File: config.mk
export PLATFORM = sky130hd
export DESIGN_NAME = cpu_boot_health_supervisor_flat
export DESIGN_NICKNAME = d
export VERILOG_FILES = /design/src/hw/rtl/cbhs_pkg.sv /design/src/hw/rtl/cbhs_if.sv /design/src/hw/rtl/cpu_boot_health_supervisor.sv /design/src/flat_wrapper.sv
export SDC_FILE = /design/constraint.sdc
export NUM_CORES = 1
export LEC_CHECK = 0
export BUFFER_PORTS_ARGS = -buffer_cell sky130_fd_sc_hd__buf_2
export CAP_MARGIN = 20
export CORE_MARGIN = 1
export CORE_UTILIZATION = 55
export CTS_CLUSTER_DIAMETER = 60
export DETAILED_ROUTE_END_ITERATION = 8
export GPL_ROUTABILITY_DRIVEN = 0
export MAX_ROUTING_LAYER = met4
export PLACE_DENSITY_LB_ADDON = 0.25
export SYNTH_ARGS = -nofsm -noshare
export SYNTH_HDL_FRONTEND = slang
export SYNTH_SLANG_ARGS = --single-unit
export TNS_END_PERCENT = 50
File: constraint.sdc
create_clock -name clk_i -period 9.15 [get_ports clk_i]
set_clock_uncertainty 0.1 [all_clocks]
set_input_delay 2.745 -clock clk_i [delete_from_list [all_inputs] [get_ports clk_i]]
set_output_delay 2.745 -clock clk_i [all_outputs]
set_load 0.01 [all_outputs]
File: src/hw/rtl/cbhs_pkg.sv
`timescale 1ns / 1ps

package cbhs_pkg;

  localparam int unsigned DelayW    = 16;
  localparam int unsigned LimitW    = 4;
  localparam int unsigned ByteW     = 8;
  localparam int unsigned EventW    = 3;
  localparam int unsigned LedW      = 2;
  localparam int unsigned PhaseW    = 2;
  localparam int unsigned CfgIdxW   = 3;
  localparam int unsigned CfgDataW  = DelayW;

  localparam logic [DelayW-1:0] FirstDelayRst   = DelayW'(30);
  localparam logic [DelayW-1:0] PollDelayRst    = DelayW'(10);
  localparam logic [DelayW-1:0] InitDelayRst    = DelayW'(150);
  localparam logic [DelayW-1:0] StartDelayRst   = DelayW'(900);
  localparam logic [DelayW-1:0] RestartDelayRst = DelayW'(5);
  localparam logic [LimitW-1:0] FailLimitRst    = LimitW'(3);
  localparam logic [LimitW-1:0] ErrRunMax       = '1;

  // progress byte codes
  localparam logic [ByteW-1:0] ProgCpOk   = ByteW'(1);
  localparam logic [ByteW-1:0] ProgDpOk   = ByteW'(2);
  localparam logic [ByteW-1:0] ProgCpuOk  = ByteW'(3);
  localparam logic [ByteW-1:0] ProgReboot = ByteW'(4);

  typedef enum logic [EventW-1:0] {
    EV_NONE    = 3'd0,
    EV_PATH    = 3'd1,
    EV_INIT    = 3'd2,
    EV_START   = 3'd3,
    EV_LED     = 3'd4,
    EV_FAULT   = 3'd5,
    EV_REBOOT  = 3'd6,
    EV_UNKNOWN = 3'd7
  } event_e;

  typedef enum logic [CfgIdxW-1:0] {
    REG_FIRST_DELAY   = 3'd0,
    REG_POLL_DELAY    = 3'd1,
    REG_INIT_DELAY    = 3'd2,
    REG_START_DELAY   = 3'd3,
    REG_RESTART_DELAY = 3'd4,
    REG_FAIL_LIMIT    = 3'd5
  } reg_idx_e;

  typedef enum logic [LedW-1:0] {
    COLOR_RED    = 2'd0,
    COLOR_YELLOW = 2'd1,
    COLOR_BLUE   = 2'd2
  } led_color_e;

  typedef enum logic [LedW-1:0] {
    LED_SLOW   = 2'd0,
    LED_FAST   = 2'd1,
    LED_STEADY = 2'd2
  } led_speed_e;

  typedef enum logic [3:0] {
    PH_FIRST = 4'b0001,
    PH_INIT  = 4'b0010,
    PH_START = 4'b0100,
    PH_CHECK = 4'b1000
  } phase_e;

  localparam logic [PhaseW-1:0] PhCodeFirst = 2'd0;
  localparam logic [PhaseW-1:0] PhCodeInit  = 2'd1;
  localparam logic [PhaseW-1:0] PhCodeStart = 2'd2;
  localparam logic [PhaseW-1:0] PhCodeCheck = 2'd3;

  function automatic logic [PhaseW-1:0] phase_code(phase_e ph);
    logic [PhaseW-1:0] code;
    case (ph)
      PH_FIRST: code = PhCodeFirst;
      PH_INIT:  code = PhCodeInit;
      PH_START: code = PhCodeStart;
      PH_CHECK: code = PhCodeCheck;
      default:  code = PhCodeFirst;
    endcase
    return code;
  endfunction

endpackage

File: src/hw/rtl/cbhs_if.sv
`timescale 1ns / 1ps

interface cbhs_in_if import cbhs_pkg::*; ();
  logic             valid;
  logic             ready;
  logic [ByteW-1:0] cpu_error_code;
  logic [ByteW-1:0] boot_progress;

  modport source (output valid, output cpu_error_code, output boot_progress, input ready);
  modport sink   (input valid, input cpu_error_code, input boot_progress, output ready);
endinterface

interface cbhs_out_if import cbhs_pkg::*; ();
  logic              valid;
  logic              ready;
  logic [EventW-1:0] event_code;
  logic              run_script;
  logic              led_write;
  logic [LedW-1:0]   led_color;
  logic [LedW-1:0]   led_speed;
  logic              led_to_bmc;
  logic [PhaseW-1:0] phase_now;
  logic [LimitW-1:0] fault_count;

  modport source (output valid, output event_code, output run_script, output led_write,
                  output led_color, output led_speed, output led_to_bmc,
                  output phase_now, output fault_count, input ready);
  modport sink   (input valid, input event_code, input run_script, input led_write,
                  input led_color, input led_speed, input led_to_bmc,
                  input phase_now, input fault_count, output ready);
endinterface

File: src/hw/rtl/cpu_boot_health_supervisor.sv
`timescale 1ns / 1ps

// Boot and health supervisor for a CPU, stepped once per 100 ms tick beat.
// Every input beat gives exactly one result beat, in the cycle after it is taken;
// a new tick is accepted every cycle as long as the result register is empty
// or being drained in the same cycle, so throughput is one tick per clock and
// is set only by the single result register. The phase countdown, the error
// run counter and the last progress byte are updated in the accepting cycle.
// Delay registers are in ticks; a delay of zero behaves as one. Writing
// first_delay while still in the first phase also reloads the countdown.
// Configure only while no tick is in flight.
module cpu_boot_health_supervisor import cbhs_pkg::*; (
  input  logic                clk_i,
  input  logic                rst_ni,
  input  logic                cfg_we_i,
  input  logic [CfgIdxW-1:0]  cfg_idx_i,
  input  logic [CfgDataW-1:0] cfg_wdata_i,
  cbhs_in_if.sink             in_i,
  cbhs_out_if.source          out_o
);

  // configuration
  logic [DelayW-1:0] poll_delay_q, init_delay_q;
  logic [DelayW-1:0] start_delay_q, restart_delay_q;
  logic [LimitW-1:0] fail_limit_q;

  // supervisor state
  phase_e            phase_q, phase_d;
  logic [DelayW-1:0] countdown_q, countdown_d;
  logic [LimitW-1:0] err_run_q, err_run_d;
  logic [ByteW-1:0]  last_prog_q, last_prog_d;
  logic              last_valid_q, last_valid_d;

  // result register
  logic              out_valid_q;
  event_e            ev_q, ev_d;
  logic              run_q, run_d;
  logic              lw_q, lw_d;
  logic [LedW-1:0]   color_q, color_d;
  logic [LedW-1:0]   speed_q, speed_d;
  logic              bmc_q, bmc_d;

  logic              in_fire;
  logic [LimitW-1:0] err_next;
  logic              prog_changed;
  logic              first_reload;

  assign in_i.ready = !out_valid_q || out_o.ready;
  assign in_fire    = in_i.valid && in_i.ready;

  // first_delay only matters before the first check: it just reloads the countdown
  assign first_reload = cfg_we_i && (cfg_idx_i == REG_FIRST_DELAY) && (phase_q == PH_FIRST);

  always_comb begin
    if (in_i.cpu_error_code != '0) begin
      err_next = (err_run_q == ErrRunMax) ? err_run_q : err_run_q + LimitW'(1);
    end else begin
      err_next = '0;
    end
    prog_changed = !last_valid_q || (in_i.boot_progress != last_prog_q);
  end

  always_comb begin
    phase_d      = phase_q;
    countdown_d  = countdown_q;
    err_run_d    = err_run_q;
    last_prog_d  = last_prog_q;
    last_valid_d = last_valid_q;
    ev_d         = EV_NONE;
    run_d        = 1'b0;
    lw_d         = 1'b0;
    color_d      = COLOR_RED;
    speed_d      = LED_SLOW;
    bmc_d        = 1'b0;

    if (countdown_q > DelayW'(1)) begin
      countdown_d = countdown_q - DelayW'(1);
    end else begin
      case (phase_q)
        PH_FIRST: begin
          ev_d        = EV_PATH;
          bmc_d       = 1'b1;
          lw_d        = 1'b1;
          phase_d     = (in_i.boot_progress == ProgDpOk) ? PH_CHECK : PH_INIT;
          countdown_d = poll_delay_q;
        end
        PH_INIT: begin
          ev_d        = EV_INIT;
          run_d       = 1'b1;
          phase_d     = PH_START;
          countdown_d = init_delay_q;
        end
        PH_START: begin
          ev_d        = EV_START;
          run_d       = 1'b1;
          bmc_d       = 1'b1;
          lw_d        = 1'b1;
          color_d     = COLOR_YELLOW;
          speed_d     = LED_FAST;
          phase_d     = PH_CHECK;
          countdown_d = start_delay_q;
        end
        default: begin
          err_run_d   = err_next;
          phase_d     = PH_CHECK;
          countdown_d = poll_delay_q;
          if (err_next >= fail_limit_q) begin
            // fault restart wins; progress byte is not looked at
            ev_d        = EV_FAULT;
            err_run_d   = '0;
            phase_d     = PH_START;
            countdown_d = restart_delay_q;
          end else if (prog_changed) begin
            last_prog_d  = in_i.boot_progress;
            last_valid_d = 1'b1;
            case (in_i.boot_progress)
              ProgCpOk: begin
                ev_d    = EV_LED;
                lw_d    = 1'b1;
                color_d = COLOR_BLUE;
                speed_d = LED_SLOW;
              end
              ProgDpOk: begin
                ev_d    = EV_LED;
                lw_d    = 1'b1;
                color_d = COLOR_BLUE;
                speed_d = LED_STEADY;
              end
              ProgCpuOk: begin
                ev_d    = EV_LED;
                lw_d    = 1'b1;
                color_d = COLOR_YELLOW;
                speed_d = LED_SLOW;
              end
              ProgReboot: begin
                ev_d        = EV_REBOOT;
                phase_d     = PH_START;
                countdown_d = restart_delay_q;
              end
              default: ev_d = EV_UNKNOWN;
            endcase
          end
        end
      endcase
    end
  end

  always_ff @(posedge clk_i or negedge rst_ni) begin
    if (!rst_ni) begin
      poll_delay_q    <= PollDelayRst;
      init_delay_q    <= InitDelayRst;
      start_delay_q   <= StartDelayRst;
      restart_delay_q <= RestartDelayRst;
      fail_limit_q    <= FailLimitRst;
      phase_q         <= PH_FIRST;
      countdown_q     <= FirstDelayRst;
      err_run_q       <= '0;
      last_prog_q     <= '0;
      last_valid_q    <= 1'b0;
    end else begin
      if (in_fire) begin
        phase_q      <= phase_d;
        err_run_q    <= err_run_d;
        last_prog_q  <= last_prog_d;
        last_valid_q <= last_valid_d;
      end
      if (first_reload) begin
        countdown_q <= cfg_wdata_i;
      end else if (in_fire) begin
        countdown_q <= countdown_d;
      end
      if (cfg_we_i) begin
        case (cfg_idx_i)
          REG_POLL_DELAY:    poll_delay_q    <= cfg_wdata_i;
          REG_INIT_DELAY:    init_delay_q    <= cfg_wdata_i;
          REG_START_DELAY:   start_delay_q   <= cfg_wdata_i;
          REG_RESTART_DELAY: restart_delay_q <= cfg_wdata_i;
          REG_FAIL_LIMIT:    fail_limit_q    <= cfg_wdata_i[LimitW-1:0];
          default: ;
        endcase
      end
    end
  end

  always_ff @(posedge clk_i or negedge rst_ni) begin
    if (!rst_ni) begin
      out_valid_q <= 1'b0;
    end else if (in_fire) begin
      out_valid_q <= 1'b1;
    end else if (out_o.ready) begin
      out_valid_q <= 1'b0;
    end
  end

  // payload: load on every accepted tick, hold otherwise
  always_ff @(posedge clk_i) begin
    if (in_fire) begin
      ev_q    <= ev_d;
      run_q   <= run_d;
      lw_q    <= lw_d;
      color_q <= color_d;
      speed_q <= speed_d;
      bmc_q   <= bmc_d;
    end
  end

  assign out_o.valid       = out_valid_q;
  assign out_o.event_code  = ev_q;
  assign out_o.run_script  = run_q;
  assign out_o.led_write   = lw_q;
  assign out_o.led_color   = color_q;
  assign out_o.led_speed   = speed_q;
  assign out_o.led_to_bmc  = bmc_q;
  assign out_o.phase_now   = phase_code(phase_q);
  assign out_o.fault_count = err_run_q;

  // a taken tick always shows up as a result on the next cycle
  assert property (@(posedge clk_i) disable iff (!rst_ni)
    in_fire |=> out_o.valid)
    else $error("accepted tick produced no result");

  // a fault restart leaves the error run cleared and the phase at start
  assert property (@(posedge clk_i) disable iff (!rst_ni)
    (out_o.valid && out_o.event_code == EV_FAULT) |->
      (out_o.fault_count == '0 && out_o.phase_now == PhCodeStart))
    else $error("fault restart did not clear error run");

  // script runs only come from the init and start actions
  assert property (@(posedge clk_i) disable iff (!rst_ni)
    (out_o.valid && out_o.run_script) |->
      (out_o.event_code == EV_INIT || out_o.event_code == EV_START))
    else $error("run_script outside init or start action");

  // without a LED write the color and speed fields stay zero
  assert property (@(posedge clk_i) disable iff (!rst_ni)
    (out_o.valid && !out_o.led_write) |->
      (out_o.led_color == COLOR_RED && out_o.led_speed == LED_SLOW))
    else $error("LED fields set without led_write");

endmodule
File: src/flat_wrapper.sv
// flat-port wrapper written by rule: the top's interface ports become plain ports
module cpu_boot_health_supervisor_flat import cbhs_pkg::*;
  (clk_i, rst_ni, cfg_we_i, cfg_idx_i, cfg_wdata_i, in_i_valid, in_i_cpu_error_code, in_i_boot_progress, in_i_ready, out_o_valid, out_o_event_code, out_o_run_script, out_o_led_write, out_o_led_color, out_o_led_speed, out_o_led_to_bmc, out_o_phase_now, out_o_fault_count, out_o_ready);
  cbhs_in_if in_i_i ();
  cbhs_out_if out_o_i ();
  input  logic clk_i;
  input  logic rst_ni;
  input  logic cfg_we_i;
  input  logic [CfgIdxW-1:0] cfg_idx_i;
  input  logic [CfgDataW-1:0] cfg_wdata_i;
  input wire logic [$bits(in_i_i.valid)-1:0] in_i_valid;
  input wire logic [$bits(in_i_i.cpu_error_code)-1:0] in_i_cpu_error_code;
  input wire logic [$bits(in_i_i.boot_progress)-1:0] in_i_boot_progress;
  output wire logic [$bits(in_i_i.ready)-1:0] in_i_ready;
  output wire logic [$bits(out_o_i.valid)-1:0] out_o_valid;
  output wire logic [$bits(out_o_i.event_code)-1:0] out_o_event_code;
  output wire logic [$bits(out_o_i.run_script)-1:0] out_o_run_script;
  output wire logic [$bits(out_o_i.led_write)-1:0] out_o_led_write;
  output wire logic [$bits(out_o_i.led_color)-1:0] out_o_led_color;
  output wire logic [$bits(out_o_i.led_speed)-1:0] out_o_led_speed;
  output wire logic [$bits(out_o_i.led_to_bmc)-1:0] out_o_led_to_bmc;
  output wire logic [$bits(out_o_i.phase_now)-1:0] out_o_phase_now;
  output wire logic [$bits(out_o_i.fault_count)-1:0] out_o_fault_count;
  input wire logic [$bits(out_o_i.ready)-1:0] out_o_ready;
  assign in_i_i.valid = in_i_valid;
  assign in_i_i.cpu_error_code = in_i_cpu_error_code;
  assign in_i_i.boot_progress = in_i_boot_progress;
  assign in_i_ready = in_i_i.ready;
  assign out_o_valid = out_o_i.valid;
  assign out_o_event_code = out_o_i.event_code;
  assign out_o_run_script = out_o_i.run_script;
  assign out_o_led_write = out_o_i.led_write;
  assign out_o_led_color = out_o_i.led_color;
  assign out_o_led_speed = out_o_i.led_speed;
  assign out_o_led_to_bmc = out_o_i.led_to_bmc;
  assign out_o_phase_now = out_o_i.phase_now;
  assign out_o_fault_count = out_o_i.fault_count;
  assign out_o_i.ready = out_o_ready;
  cpu_boot_health_supervisor u_core (.clk_i(clk_i), .rst_ni(rst_ni), .cfg_we_i(cfg_we_i), .cfg_idx_i(cfg_idx_i), .cfg_wdata_i(cfg_wdata_i), .in_i(in_i_i), .out_o(out_o_i));
endmodule
==> key figures, run 1 <==
Status
  • Status: complete, no violations

Worst hold path
  • Hold Path Stages: 1
  • Hold WC Path Type: flop to flop

Clocking
  • CTS root buffer: clkbuf_8
  • CTS Buf Count: 9
  • Worst skew pair latency: ~0.38 ns
  • Htree depth: 3
  • Hold bufs inserted after CTS: 0
  • CTS-repair resized insts: 0
  • Clock sinks: 112
  • Post-CTS setup buffers: 0
  • Worst-path clk slew: roughly 0.10 ns
  • CTS tree: yes
  • Clock Tree Buf Depth: 2

Routing
  • Post-route ant nets: 0
  • DRC errors left: 0
  • DRT iter0 DRCs: ~330
  • DR vias/cell: ~6.3
  • Drt wl/cell: roughly 19 um
  • Final WL: approximately 14 mm
  • DR pass1 iterations: 5
  • Via count: roughly 4600

Logic synthesis
  • Top_reg_cell synth: dfrtp_1
  • Synthesized flop and latch total: 112
  • Syn_area_per_cell: between 10 and 15 sq um
  • Syn. warnings: 0
  • EDFF count, synth: 10
  • Sequential area share after synthesis: between 40% and 50%
  • Syn Nets: slightly below 600
  • Netlist Area Pre-Place: a little under 0.006 sq mm
  • Cells after Synth: approximately 550
  • Synth unique cells: 65
  • FFs w/ async S/R, synth: slightly above 90%

Global route
  • Gr busiest metal: met2
  • Largest net degree at the start of global routing: 67
  • Total congestion overflow: 0
  • Vias in the first global route: between 4000 and 5000
  • Met1 usage: 36.65%
  • Initial antenna violation count: 0
  • GR Util met3: under 10%
  • Met2 usage: 41.22%
  • Tot GR Track Use: between 20% and 30%
  • Global-route wire length before repair: around 23 mm

Timing
  • Setup_tns: 0 ns
  • Period utilisation layout: around 66%
  • Final Hold Fails: 0
  • Final setup fails: 0
  • Maximum clock rate: 165.6 MHz
  • Max Slew Vio Count: 0
  • Hold_ws: between 0.4 and 0.5 ns
  • Fin crit period: between 6 and 7 ns
  • Worst slew margin: about a quarter
  • RSZ-0062 raised after global routing: false
  • Least-Margin Pin Slew: approximately 1.1 ns

Cells and area
  • Most frequent cells in the layout: 83 x dfrtp_1, 76 x mux2_2, 56 x buf_2, 33 x nor2_1, 33 x nand2_1
  • Antenna diode count: 0
  • Final net count: roughly 640
  • Most common cell after layout, fill and taps aside: dfrtp_1
  • Layout cells sized above 1: around 33%
  • Area growth from synthesis to layout: 10.14%

Power and ir drop
  • Pwr Density: 191.7 mW/mm^2
  • Leak pwr: between 2 and 3 nW
  • Peak supply drop: between 100 and 150 uV
  • Total power: ~0.0013 W

Critical path
  • Crit end category: output port
  • Setup Crit Path Kind: input pin to output port
  • CP max FO: 4
  • Worst setup SP type: input pin
  • CP Data Arrival Time: about 3.2 ns
  • Worst-case reg-to-reg path depth: 11
  • Required @ worst endpoint: 6.31 ns

Place
  • Hpwl dp: 9.291 mm
  • Input/output buffers: 57

Die
  • Initial Utilization: approximately 57%
  • Boundary pin count: between 50 and 60
  • Die X: around 110 um
  • Core ar.: approximately 0.010 sq mm
  • Row count: 37
  • Die span in y: between 100 and 150 um
  • Die area: between 0.01 and 0.015 sq mm

Flow run
  • Max Cap Viol: 0
-- worst max-delay path, stage by stage --
cell	delay, ns
buf_2	0.09
nand2b_1	0.19
buf_2	0.17
-- stage by stage --
| step | setup WS (ns) | util (%) | instance area (sq um) | instances |
|---|---|---|---|---|
| CTS | 3.121 | 63.02 | 6564 | 731 |
| floorplan | 3.365 | - | 5959 | 545 |
| finish | 3.111 | 63.02 | 6564 | 731 |
| global route | 3.099 | 63.02 | 6564 | 731 |
| detailed placement | 3.092 | 61.07 | 6361 | 715 |
| global placement | 3.152 | 61.07 | 6361 | 715 |
-- power by group --
part           total [W]  switching [W]  leakage (nW)  internal [W]
clock network   0.000302       0.000165         0.105      0.000137
logic           0.000286       0.000151          1.26      0.000134
registers       0.000670      0.0000664          1.31      0.000604
-- state kept, by name, summed over array words and instances (netlist names), 2 cells and up --
register                  cells
u_core.phase_q                4
u_core.last_prog_q            8
u_core.restart_delay_q       16
u_core.fail_limit_q           4
u_core.countdown_q           16
u_core.init_delay_q          16
u_core.out_o.led_speed        2
u_core.out_o.led_color        2
u_core.out_o.fault_count      4
u_core.out_o.event_code       3
u_core.start_delay_q         16
u_core.poll_delay_q          16
-- metal layers --
| layer | part of all wire [%] | wire length [um] |
|---|---|---|
| met5 | 0 | 0 |
| met4 | 1.8 | 252 |
| met3 | 6.7 | 917 |
| met2 | 47 | 6448 |
| met1 | 45 | 6130 |
-- synthesized netlist by cell type, types with 3 or more instances --
master / n / area [sq um]
a211oi_1: 7 / 52.55
a21oi_1: 19 / 95.09
a221o_1: 3 / 30.03
a221oi_1: 9 / 78.83
a22o_1: 3 / 26.28
a22oi_1: 20 / 150.1
a31oi_1: 6 / 37.54
and2_1: 5 / 31.28
and3_1: 5 / 31.28
buf_2: 10 / 50.05
buf_6: 3 / 33.78
clkbuf_1: 15 / 56.30
dfrtp_1: 83 / 2077
dfstp_2: 19 / 499.2
edfxtp_1: 10 / 300.3
ha_1: 7 / 87.58
inv_1: 11 / 41.29
mux2_2: 76 / 855.8
nand2_1: 33 / 123.9
nand2b_1: 7 / 43.79
nand3_1: 17 / 85.08
nand4_1: 5 / 31.28
nor2_1: 33 / 123.9
nor3_1: 14 / 70.07
nor4_1: 5 / 31.28
o211ai_1: 8 / 60.06
o21a_1: 4 / 30.03
o21ai_0: 29 / 145.1
o21ai_1: 3 / 15.01
o22ai_1: 5 / 31.28
o31ai_1: 4 / 30.03
or2_2: 7 / 43.79
or3_1: 3 / 18.77
xnor2_1: 15 / 131.4
xor2_1: 3 / 26.28
-- kinds of logic (layout without fill, tap and decap cells) --
| kind of cell | Yosys count | in the layout | share of synthesized area (%) |
|---|---|---|---|
| buffers and inverters | 42 | 92 | 3.359 |
| and+or+nand+nor | 150 | 150 | 13.48 |
| adders and majority gates | 7 | 7 | 1.470 |
| AOI/OAI and AO/OA | 138 | 138 | 16.08 |
| DFF | 112 | 112 | 48.27 |
| xor gates and xnor gates | 18 | 18 | 2.646 |
| muxes | 78 | 78 | 14.70 |
-- path summary, 6_finish.rpt --
check	from	endpoint	slack, ns
setup / recovery	out_o_ready	in_i_ready	3.11
hold / removal	u_core.last_valid_q$_DFFE_PN0P_	u_core.last_valid_q$_DFFE_PN0P_	0.41
setup reg to reg	u_core.out_o.fault_count[0]$_DFFE_PN0P_	u_core.countdown_q[13]$_DFFE_PN0P_	5.29
hold reg to reg	u_core.last_valid_q$_DFFE_PN0P_	u_core.last_valid_q$_DFFE_PN0P_	0.41
max in group asynchronous	rst_ni	u_core.countdown_q[15]$_DFFE_PN0P_	5.54
min in group asynchronous	rst_ni	u_core.last_prog_q[3]$_DFFE_PN0P_	2.21
-- cell type report --
class / instances / area (sq um)
well taps: 136 / 170.2
clock buffers: 11 / 141.4
flip-flops and latches: 112 / 2877
repair buffers: 65 / 347.8
fillers: 870 / 3852
inverters: 11 / 41.29
clock inverters: 5 / 61.31
multi-input cells: 391 / 2925
Power figures use the tool's default switching activity.
==> run 2: changes to the inputs <==
--- a/config.mk
+++ b/config.mk
@@ -8,7 +8,7 @@
 export BUFFER_PORTS_ARGS = -buffer_cell sky130_fd_sc_hd__buf_2
 export CAP_MARGIN = 20
 export CORE_MARGIN = 1
-export CORE_UTILIZATION = 55
+export CORE_UTILIZATION = 54
 export CTS_CLUSTER_DIAMETER = 60
 export DETAILED_ROUTE_END_ITERATION = 8
 export GPL_ROUTABILITY_DRIVEN = 0
==> constraint.sdc (replaced) <==
create_clock -name clk_i -period 5.1 [get_ports clk_i]
set_clock_uncertainty 0.1 [all_clocks]
set_input_delay 1.53 -clock clk_i [delete_from_list [all_inputs] [get_ports clk_i]]
set_output_delay 1.53 -clock clk_i [all_outputs]
set_load 0.01 [all_outputs]
==> run 2 against run 1 <==
Sequential power up 79%. Core utilization down 0.59 points. First-iteration DRC count up 1.2%. Wire length down 0.25%. Register-to-register slack worse by 3.7 ns. Clock-buffer cell count unchanged. Sequential cell count unchanged.
==> key figures, run 2 (synthesized netlist as in run 1, its figures left out) <==
Cells and area
  • Most frequent cells in the layout: 83 x dfrtp_1, 76 x mux2_2, 56 x buf_2, 33 x nor2_1, 33 x nand2_1
  • Core Util, Final: 62.42% (-0.59 points)
  • Antenna diode count: 0 (unchanged)
  • Finished Layout Cells: 733 (+0.27%)
  • Layout cells sized above 1: 33.33% (+0.22 points)
  • Area growth from synthesis to layout: 10.08% (about the same)
  • Post-layout instance area: 0.006560 sq mm (about the same)
  • Final net count: 639 (+0.31%)
  • Most common cell after layout, fill and taps aside: dfrtp_1

Global route
  • Total congestion overflow: 0 (unchanged)
  • Largest net degree at the start of global routing: 76 (+13%)
  • Initial antenna violation count: 0 (unchanged)
  • Tot GR Track Use: 26.29% (-0.39 points)
  • Vias in the first global route: 4470 (+0.77%)
  • Global-route wire length before repair: 22.73 mm (+0.73%)

Timing
  • Least-Margin Pin Slew: 1.052 ns (-0.07805 ns)
  • Final Hold Fails: 0 (unchanged)
  • RSZ-0062 raised after global routing: false
  • Hold_ws: 0.4104 ns (+0.003160 ns)
  • Worst slew margin: 29.79% (+5.7 points)
  • Period utilisation layout: ~80%
  • Maximum clock rate: 240.7 MHz
  • Max Slew Vio Count: 0 (unchanged)
  • Final setup fails: 0 (unchanged)
  • Setup_tns: 0 ns (unchanged)
  • Fin crit period: about 4.2 ns

Power and ir drop
  • Seq pwr share: 54.3% (+1.0 points)
  • Leak pwr: 2.669 nW (-0.34%)
  • Peak supply drop: 268.9 uV (+150%)
  • Clock network power share: 22.4% (-1.6 points)
  • Switching power: 0.0006864 W (+79%)
  • Logic pwr share: 23.3% (+0.6 points)
  • Switching Share: 31.08% (+0.62 points)
  • Pwr Density: 336.6 mW/mm^2 (+76%)
  • P_int: 0.001522 W (+74%)

Routing
  • Final WL: 13.72 mm (-0.25%)
  • DR pass1 iterations: 5 (unchanged)
  • Drt wl/cell: 18.71 um (-0.52%)
  • DRC errors left: 0 (unchanged)
  • DR vias/cell: 6.239 (-1.5%)
  • DRT iter0 DRCs: 333 (+1.2%)
  • Post-route ant nets: 0 (unchanged)
  • Via count: 4573 (-1.2%)

Die
  • Initial Utilization: 56.71% (-0.50 points)
  • Die span in y: 107.1 um (+0.90%)
  • Die X: 107.1 um (+0.90%)
  • Die area: 0.01146 sq mm (+1.8%)
  • Boundary pin count: 58 (unchanged)
  • Core ar.: 0.01051 sq mm (+0.89%)
  • Row count: 37 (unchanged)

Clocking
  • Worst skew pair latency: 0.38 ns (about the same)
  • Clock Tree Buf Depth: 2 (unchanged)
  • CTS-repair resized insts: 0 (unchanged)
  • Post-CTS setup buffers: 0 (unchanged)
  • CTS Buf Count: 9 (unchanged)
  • Worst-path clk slew: 0.11 ns (about the same)
  • CTS root buffer: clkbuf_8
  • Clock sinks: 112 (unchanged)
  • Htree depth: 3 (unchanged)
  • Hold bufs inserted after CTS: 0 (unchanged)
  • CTS tree: yes

Critical path
  • Worst setup SP type: input pin
  • Crit end category: flop
  • CP max stage cell: a2111oi_1
  • Worst-path cell chain: buf_2 > nor4_1 > nand2_1 > o21ai_0 > ha_1 > nand2b_1 > a2111oi_1 > o21ai_1 > nor3_4 > mux2_2
  • Slowest stage delay, CP: 0.56 ns (+0.37 ns)
  • CP Data Arrival Time: 4.31 ns (+1.12 ns)
  • Setup Crit Path Kind: input pin to flop
  • CP max FO: 9 (+5)
  • Required @ worst endpoint: 5.26 ns (-1.05 ns)

Place
  • DP Cell Count: 715 (unchanged)
  • Hpwl dp: 9.415 mm (+1.3%)
  • Post-Place Cell Area: 0.006355 sq mm (about the same)
  • Input/output buffers: 57 (unchanged)

Status
  • Status: complete, no violations

Worst hold path
  • Hold WC Path Type: flop to flop

Flow run
  • Max Cap Viol: 0 (unchanged)
[run 2: area by class of cell]
| class | count | area, sq um |
|---|---|---|
| Tap cell | 136 | 170.2 |
| Fill cell | 822 | 3949 |
| Inverter | 11 | 41.29 |
| Multi-Input combinational cell | 391 | 2919 |
| Clock buffer | 11 | 141.4 |
| Clock inverter | 5 | 41.29 |
| Timing Repair Buffer | 67 | 370.4 |
| Sequential cell | 112 | 2877 |
[run 2: path summary, 6_finish.rpt]
path | startpoint | end | slack [ns] | depth (start not counted)
min | u_core.restart_delay_q[15]$_DFFE_PN0P_ | u_core.restart_delay_q[15]$_DFFE_PN0P_ | 0.41 | 1
max reg2reg | u_core.out_o.fault_count[0]$_DFFE_PN0P_ | u_core.last_prog_q[2]$_DFFE_PN0P_ | 1.57 | 10
min in group asynchronous | rst_ni | u_core.out_o.fault_count[1]$_DFFE_PN0P_ | 1.19 | 1
max | in_i_cpu_error_code[5] | u_core.last_prog_q[2]$_DFFE_PN0P_ | 0.95 | 10
min reg2reg | u_core.restart_delay_q[15]$_DFFE_PN0P_ | u_core.restart_delay_q[15]$_DFFE_PN0P_ | 0.41 | 1
max in group asynchronous | rst_ni | u_core.countdown_q[1]$_DFFE_PN1P_ | 2.72 | 2
[run 2: metrics by stage]
stage / worst slack [ns] / power, W
after floorplan: 1.024 / 0.001568
after global placement: 0.6371 / 0.001695
after detailed placement: 0.5450 / 0.001722
after CTS: 0.9287 / 0.002213
after global routing: 0.6747 / 0.002335
final: 0.9460 / 0.002208
[run 2: power groups by stage]
stage          logic (W)  clock network, W  registers, W
3_5_place_dp    0.000510                 0       0.00121
6_report        0.000515          0.000495       0.00120
4_1_cts         0.000512          0.000506       0.00119
5_1_grt         0.000570          0.000544       0.00122
2_1_floorplan   0.000389                 0       0.00118
3_3_place_gp    0.000490                 0       0.00120
[run 2: worst max-delay path: cells and delay by family]
kind	cells	cell delay [ns]
mux	1	0.39
buf+inv	1	0.10
simple gates	4	1.08
compound gates	3	0.97
fa+ha+maj	1	0.25
[run 2: metal layers]
layer	wire (um)	vias to the layer above	track usage, %
li1	-	2129	-
met1	6446	2255	36.75
met2	6280	162	39.72
met3	745	27	3.708
met4	243	0	8.513
met5	0	-	-
